==> src/ops_pkg.sv <==
// ----------------------------------------------------------------------------
// ops_pkg
// Shared types and constants of the octave pitch shifter.
// ----------------------------------------------------------------------------
package ops_pkg;

  localparam int SAMPLE_W = 12;
  localparam int PHASE_W  = 11;
  localparam int DLY_W    = 13;

  // delay geometry
  localparam int UP_SPAN   = 2048;
  localparam int MAX_DELAY = 2 * UP_SPAN;
  localparam logic [PHASE_W-1:0] FADE_SPAN = PHASE_W'(1024);
  localparam int FRAC_SHIFT = 10;

  // shared multiply-accumulate unit
  localparam int MUL_X_W = 14;
  localparam int MUL_Y_W = 18;
  localparam int ACC_W   = 32;

  // divide by voice count: multiply by 2^17 / count, then shift
  localparam int RECIP_SHIFT = 17;
  localparam logic [MUL_Y_W-1:0] RECIP_ONE   = MUL_Y_W'(131072);
  localparam logic [MUL_Y_W-1:0] RECIP_TWO   = MUL_Y_W'(65536);
  localparam logic [MUL_Y_W-1:0] RECIP_THREE = MUL_Y_W'(43691);

  // configuration port
  localparam int CFG_IDX_W  = 2;
  localparam int CFG_DATA_W = 1;
  localparam logic [CFG_IDX_W-1:0] CFG_UP_ENABLE    = 2'd0;
  localparam logic [CFG_IDX_W-1:0] CFG_CLEAN_ENABLE = 2'd1;
  localparam logic [CFG_IDX_W-1:0] CFG_DOWN_ENABLE  = 2'd2;

  typedef enum logic [1:0] {
    MAC_LOAD,
    MAC_ADD
  } mac_op_t;

  typedef struct packed {
    logic    en;
    mac_op_t op;
  } mac_cmd_t;

  typedef enum logic [3:0] {
    ST_IDLE,
    ST_RD_UP_MAIN,
    ST_RD_UP_FADE,
    ST_RD_DN_MAIN,
    ST_RD_DN_FADE,
    ST_FADE_DN,
    ST_SUM_CLEAN,
    ST_SUM_UP,
    ST_SUM_DN,
    ST_SCALE,
    ST_DONE
  } state_t;

  function automatic logic [MUL_Y_W-1:0] recip(input logic [1:0] count);
    logic [MUL_Y_W-1:0] r;
    unique case (count)
      2'd1:    r = RECIP_ONE;
      2'd2:    r = RECIP_TWO;
      2'd3:    r = RECIP_THREE;
      default: r = RECIP_ONE;
    endcase
    return r;
  endfunction

endpackage

==> src/ops_mac.sv <==
// ----------------------------------------------------------------------------
// ops_mac
// Shared multiply-accumulate unit: load or accumulate one product per cycle when enabled.
// ----------------------------------------------------------------------------
module ops_mac (
  input  logic                        clk,
  input  ops_pkg::mac_cmd_t           cmd,
  input  logic [ops_pkg::MUL_X_W-1:0] x,
  input  logic [ops_pkg::MUL_Y_W-1:0] y,
  output logic [ops_pkg::ACC_W-1:0]   acc
);

  logic [ops_pkg::ACC_W-1:0] prod;

  assign prod = ops_pkg::ACC_W'(x) * ops_pkg::ACC_W'(y);

  always_ff @(posedge clk) begin
    if (cmd.en) begin
      unique case (cmd.op)
        ops_pkg::MAC_LOAD: acc <= prod;
        ops_pkg::MAC_ADD:  acc <= acc + prod;
        default:           acc <= acc;
      endcase
    end
  end

endmodule

==> config.mk <==
export PLATFORM = sky130hd
export DESIGN_NAME = ops_mac
export DESIGN_NICKNAME = d
export VERILOG_FILES = /design/src/ops_pkg.sv /design/src/ops_mac.sv
export SDC_FILE = /design/constraint.sdc
export NUM_CORES = 1
export LEC_CHECK = 0
export BUFFER_PORTS_ARGS = -buffer_cell sky130_fd_sc_hd__buf_2
export CORE_UTILIZATION = 45
export DETAILED_ROUTE_END_ITERATION = 6
export GPL_ROUTABILITY_DRIVEN = 0
export GPL_TIMING_DRIVEN = 0
export PLACE_DENSITY = 0.65
export SLEW_MARGIN = 10
export SYNTH_ARGS = -nofsm -noshare
export SYNTH_HDL_FRONTEND = slang
export SYNTH_SLANG_ARGS = --single-unit
==> constraint.sdc <==
create_clock -name clk -period 26.1 [get_ports clk]
set_clock_uncertainty 0.1 [all_clocks]
set_input_delay 2.61 -clock clk [delete_from_list [all_inputs] [get_ports clk]]
set_output_delay 2.61 -clock clk [all_outputs]
set_load 0.01 [all_outputs]
==> results of run 1 <==
-- cell usage after synthesis (all sizes together), types with 10 or more instances --
cell type  number  area (um2)
xor2           22       207.7
nand2         202       758.2
inv           220       825.8
fa            190        3804
a21oi          58       290.3
clkbuf         50       187.7
nor2           34       127.6
o21ai          45       236.5
edfxtp         32       960.9
nor3           12       60.06
nand2b         10       62.56
a21o           30       225.2
ha            131        1639
xnor2          37       324.1
and2          114       713.2
-- routing by layer --
metal | routed length (um) | part of all wire, %
met5 | 0 | 0
met4 | 612 | 2.1
met3 | 1297 | 4.5
met2 | 14140 | 50
met1 | 12460 | 44
-- worst register-to-register path, stage by stage, from the launching register on --
cell and delay [ns]:
edfxtp_1 0.39, ha_1 0.25, fa_1 0.44, a21oi_1 0.21, o21ai_1 0.14, a2111oi_2 0.56, o31ai_1 0.16, a21oi_1 0.34
o21bai_1 0.15, a21o_1 0.21, xor2_1 0.13, mux2_1 0.29
-- final timing paths --
check,start,slack [ns],cells after the start,to
max,x[5],14.85,30,acc[31]$_DFFE_PP_
min,acc[0]$_DFFE_PP_,0.59,3,acc[0]$_DFFE_PP_
max reg2reg,acc[0]$_DFFE_PP_,22.50,11,acc[26]$_DFFE_PP_
min reg2reg,acc[0]$_DFFE_PP_,0.59,3,acc[0]$_DFFE_PP_
-- cell families after synthesis --
logic type	Yosys count	synth area share, %
and+or+nand+nor	420	18.04
xor gates and xnor gates	59	4.719
muxes	7	0.6884
DFF	32	8.528
AOI/OAI and AO/OA	185	10.66
adders and majority gates	321	48.30
buffers and inverters	272	9.061
-- final cells by class --
cell class	instances	area, um2
buffer	52	195.2
clock buffer	6	128.9
clock inverter	2	11.26
fill	2369	12310
inverter	220	825.8
multi-input combinational	992	9294
sequential	32	960.9
tap	324	405.4
timing repair buffer	64	335.3
-- through the flow --
| step | hold WS (ns) | std cells | instance area (um2) | worst slack [ns] | utilization, % |
|---|---|---|---|---|---|
| after floorplan | 0.6031 | 1296 | 11270 | 15.98 | - |
| after global placement | 0.5422 | 1683 | 11990 | 14.64 | 49.01 |
| after detailed placement | 0.5747 | 1684 | 12020 | 14.65 | 49.12 |
| after CTS | 0.5896 | 1692 | 12160 | 14.94 | 49.70 |
| after global routing | 0.6182 | 1692 | 12160 | 14.45 | 49.70 |
| final | 0.5872 | 1692 | 12160 | 14.85 | 49.70 |
==> results.sh, run 1 <==
export IMPL_drc=0
export IMPL_netlist_area_um2=11270
export IMPL_synth_seq_area_share_pct=8.528
export IMPL_drt_iter0_markers=428
export IMPL_crit_fanout=10
export IMPL_ant_nets=0
export IMPL_maxCapViolCount=0
export IMPL_cts_path_max_buffers=2
export IMPL_final_cell_mix="inv_1 (220), nand2_1 (202), fa_1 (190)"
export IMPL_cpMaxStageDelayCell="clkbuf_1"
export IMPL_syn_num_nets=1653
export IMPL_synthToLayoutAreaGrowth_pct=7.884
export IMPL_first_pass_iters=5
export IMPL_min_path_type="reg -> reg"
export IMPL_ys_seq_elements=32
export IMPL_die_w_um=160.2
export IMPL_worstSetupPathType="in -> reg"
export IMPL_tritoncts="built"
export IMPL_top_usage_layer="met2"
export IMPL_worst_slew_pin_slew_ns=0.7594
export IMPL_ctsHoldBuffers=0
export IMPL_grtUsageTotal_pct=23.05
export IMPL_io_buffers=63
export IMPL_yosysWarnings=0
export IMPL_num_vias=9069
export IMPL_wl_um=28510
export IMPL_rsz0062_at_grt="no"
export IMPL_finalNetCount=1724
export IMPL_layout_commonest_cell="inv_1"
export IMPL_post_route_min_period_ns=11.26
export IMPL_path_buf_inv=5
export IMPL_timing_final_crit_share_pct=43.12
export IMPL_max_stage_delay_ns=0.62
export IMPL_globalRoute_totalOverflow=0
export IMPL_hold_viol_final=0
export IMPL_largest_reg_flops=32
export IMPL_cts_buffers_inserted=5
export IMPL_path_clk_slew_ns=0.06
export IMPL_grt_use_met2_pct=39.66
export IMPL_die_area_um2=25680
export IMPL_cp_data_required_time_ns=26.04
export IMPL_synth_enable_flop_cells=32
export IMPL_critPathArrivalTime_ns=11.19
export IMPL_grt_pass1_wl_um=46570
export IMPL_core_area_um2=24460
export IMPL_synth_distinct_cells=55
export IMPL_wl_per_cell_um=16.85
export IMPL_htreeDepth=2
export IMPL_drt_vias_per_instance=5.360
export IMPL_path_delay_family="adder cells"
export IMPL_ys_flop_type="edfxtp_1"
export IMPL_io_pins=68
export IMPL_setup_viol=0
export IMPL_cp_common_cell="fa_1"
export IMPL_clkSinkCount=32
export IMPL_finalSetupTns_ns=0
export IMPL_clk_insertion_delay_late_ns=0.29
export IMPL_diodes=0
export IMPL_hpwl_um=23600
export IMPL_met3_usage_pct=2.727
export IMPL_fp_dieH_um=160.2
export IMPL_start_util_pct=46.06
export IMPL_postSynthAreaPerCell_um2=8.695
export IMPL_grt_pass1_vias=9189
export IMPL_antenna_found_initial=0
export IMPL_status="completed"
export IMPL_cp_end_kind="flip-flop"
export IMPL_cp_start_kind="input pin"
export IMPL_grt_max_degree=29
export IMPL_cts_setup_buffers=0
export IMPL_fmax_mhz=88.85
export IMPL_synthCells=1296
export IMPL_async_reset_ff_share_pct=0
export IMPL_slew_headroom_pct=49.37
export IMPL_cts_resized=0
export IMPL_drive_above_1_share_pct=6.506
export IMPL_root_buffer="clkbuf_16"
export IMPL_std_cell_rows=57
export IMPL_reg_largest_list="acc x32"
export IMPL_finalMaxSlewViolations=0
export IMPL_met1_usage_pct=30.58
export IMPL_regMostFlops="acc"
Power of run 1 is left out: the tool's default activity adds up to more than one toggle a clock period on the data nets, which glitch-free logic cannot reach.
==> run 2, diff against run 1 <==
--- a/config.mk
+++ b/config.mk
@@ -5,6 +5,7 @@
 export SDC_FILE = /design/constraint.sdc
 export NUM_CORES = 1
 export LEC_CHECK = 0
+export ABC_AREA = 1
 export BUFFER_PORTS_ARGS = -buffer_cell sky130_fd_sc_hd__buf_2
 export CORE_UTILIZATION = 45
 export DETAILED_ROUTE_END_ITERATION = 6
==> constraint.sdc (replaced) <==
create_clock -name clk -period 11.29 [get_ports clk]
set_clock_uncertainty 0.1 [all_clocks]
set_input_delay 1.129 -clock clk [delete_from_list [all_inputs] [get_ports clk]]
set_output_delay 1.129 -clock clk [all_outputs]
set_load 0.01 [all_outputs]
==> results.sh, run 2 <==
export IMPL_status="completed"
export IMPL_synth_seq_area_share_pct=7.709
export IMPL_synth_distinct_cells=40
export IMPL_cts_path_max_buffers=2
export IMPL_antenna_found_initial=1
export IMPL_dr_max_layer_used="met4"
export IMPL_grt_max_degree=19
export IMPL_ff2ff_path_depth=11
export IMPL_synthAdderAreaFrac_pct=43.66
export IMPL_max_stage_delay_ns=0.57
export IMPL_globalRoute_totalOverflow=0
export IMPL_worst_slew_pin_slew_ns=0.7815
export IMPL_cp_end_kind="flip-flop"
export IMPL_largest_reg_flops=32
export IMPL_rr_endpoint="acc[14]$_DFFE_PP_"
export IMPL_postSynthAreaPerCell_um2=6.964
export IMPL_critPathArrivalTime_ns=8.65
export IMPL_fp_dieH_um=168.4
export IMPL_cts_setup_buffers=0
export IMPL_synthCells=1790
export IMPL_path_clk_slew_ns=0.05
export IMPL_drc=0
export IMPL_htreeDepth=2
export IMPL_async_reset_ff_share_pct=0
export IMPL_rsz0062_at_grt="no"
export IMPL_root_buffer="clkbuf_16"
export IMPL_die_w_um=168.4
export IMPL_yosysWarnings=0
export IMPL_cts_resized=0
export IMPL_hold_viol_final=0
export IMPL_wl_um=35410
export IMPL_diodes=0
export IMPL_ys_seq_elements=32
export IMPL_synthMuxAreaShare_pct=0
export IMPL_drive_above_1_share_pct=4.916
export IMPL_cp_common_cell="nand2_1"
export IMPL_worstSetupPathType="in -> reg"
export IMPL_netlist_area_um2=12470
export IMPL_finalSetupTns_ns=0
export IMPL_synth_simple_gate_area_share_pct=26.71
export IMPL_cp_start_kind="input pin"
export IMPL_cp_depth=31
export IMPL_crit_fanout=10
export IMPL_clk_insertion_delay_late_ns=0.28
export IMPL_reg2reg_slack_ns=8.71
export IMPL_grt_pass1_wl_um=58770
export IMPL_regToRegStartpoint="acc[0]$_DFFE_PP_"
export IMPL_regMostFlops="acc"
export IMPL_wl_per_cell_um=16.16
export IMPL_path_delay_family="adder cells"
export IMPL_grt_pass1_vias=11570
export IMPL_maxCapViolCount=0
export IMPL_ant_nets=0
export IMPL_path_buf_inv=7
export IMPL_cp_data_required_time_ns=11.23
export IMPL_ctsHoldBuffers=0
export IMPL_synth_top_family_by_area="adder cells"
export IMPL_synth_enable_flop_cells=32
export IMPL_hpwl_um=30080
export IMPL_setup_viol=0
export IMPL_finalNetCount=2208
export IMPL_slew_headroom_pct=47.90
export IMPL_drt_vias_per_instance=5.162
export IMPL_drt_iter0_markers=619
export IMPL_route_met3_wl_um=1949
export IMPL_clkSinkCount=32
export IMPL_synth_compound_area_share_pct=5.812
export IMPL_ys_flop_type="edfxtp_1"
export IMPL_cpMaxStageDelayCell="clkbuf_1"
export IMPL_first_pass_iters=5
export IMPL_fmax_mhz=114.8
export IMPL_post_route_min_period_ns=8.710
export IMPL_core_area_um2=27030
export IMPL_layout_commonest_cell="nand2_1"
export IMPL_synth_common_cells="nand2_1 (559), inv_1 (433), fa_1 (190)"
export IMPL_io_pins=68
export IMPL_wl_met2_um=16990
export IMPL_cts_buffers_inserted=5
export IMPL_min_path_cells=4
export IMPL_yosysTopAreaCell="fa_1"
export IMPL_timing_final_crit_share_pct=77.15
export IMPL_reg_largest_list="acc x32"
export IMPL_synthToLayoutAreaGrowth_pct=6.896
export IMPL_drt_met1_wl_um=15290
export IMPL_synthTopCellsByArea="fa_1 (31%), nand2_1 (17%), ha_1 (13%), inv_1 (13%), edfxtp_1 (7.7%)"
export IMPL_io_buffers=53
export IMPL_crit_end="acc[31]$_DFFE_PP_"
export IMPL_syn_num_nets=2147
export IMPL_synth_top_area_share_pct=30.51
export IMPL_grtUsageTotal_pct=26.48
export IMPL_synth_most_common_cell="nand2_1"
export IMPL_start_util_pct=46.13
export IMPL_die_area_um2=28370
export IMPL_synth_xor_area_share_pct=1.475
export IMPL_final_cell_mix="nand2_1 (559), inv_1 (433), fa_1 (190)"
export IMPL_min_path_type="reg -> reg"
export IMPL_startpoint="x[8]"
export IMPL_tritoncts="built"
export IMPL_std_cell_rows=60
export IMPL_num_vias=11320
export IMPL_finalMaxSlewViolations=0
## run 2: changes by cell type after synthesis, moves of 17 or more
| cell | change |
|---|---|
| a21o_1 | -26 |
| and2_1 | -101 |
| inv_1 | +213 |
| nand2_1 | +357 |
| nand2_2 | +17 |
| nand3_1 | +59 |
| nor2_1 | +57 |
| xnor2_1 | -28 |
## run 2: routing by layer
layer	track usage, %	vias to the layer above
met1	34.35	5393
met3	1.763	73
met5	0	-
met2	46.69	394
li1	-	5455
met4	9.051	0
## run 2: kinds of logic (layout without fill, tap and decap cells)
| group | Yosys count | after routing |
|---|---|---|
| and+or+nand+nor | 802 | 802 |
| adders and majority gates | 321 | 321 |
| AOI/OAI and AO/OA | 129 | 129 |
| DFF | 32 | 32 |
| xor gates and xnor gates | 21 | 21 |
| buffers and inverters | 485 | 546 |
## run 2: worst min-delay path, stage by stage, from the launching register on
cell and delay (ns):
edfxtp_1 0.37, nand2_1 0.06, nand3_1 0.06, nand2_1 0.05, nand2_1 0.05
## run 2: final cells by class
cell class                      instances  area, um2
Clock inverter                          2      7.507
Buffer                                 52      198.9
Clock buffer                            5      125.1
Multi-Input combinational cell       1273       9688
Sequential cell                        32      960.9
Inverter                              433       1625
Tap cell                              341      426.7
Timing Repair Buffer                   54      292.8
Fill cell                            2768      13700
## run 2: how the worst min path moves through the flow
| stage | startpoint | end | slack, ns |
|---|---|---|---|
| floorplan | acc[31]$_DFFE_PP_ | acc[31]$_DFFE_PP_ | 0.60 |
| global placement | acc[31]$_DFFE_PP_ | acc[31]$_DFFE_PP_ | 0.57 |
| detailed placement | acc[31]$_DFFE_PP_ | acc[31]$_DFFE_PP_ | 0.58 |
| CTS | acc[31]$_DFFE_PP_ | acc[31]$_DFFE_PP_ | 0.59 |
| global route | acc[0]$_DFFE_PP_ | acc[0]$_DFFE_PP_ | 0.69 |
| finish | acc[31]$_DFFE_PP_ | acc[31]$_DFFE_PP_ | 0.59 |
## run 2: metrics by stage
stage          cells  setup WS, ns  hold WS, ns  area, um2  utilization (%)
2_1_floorplan   1790         3.756       0.6010      12470                -
3_3_place_gp    2184         2.353       0.5701      13160            48.69
3_5_place_dp    2185         2.339       0.5773      13190            48.81
4_1_cts         2192         2.594       0.5913      13330            49.31
5_1_grt         2192         2.040       0.6904      13330            49.31
6_report        2192         2.580       0.5909      13330            49.31
Power of run 2 is left out for the same reason.
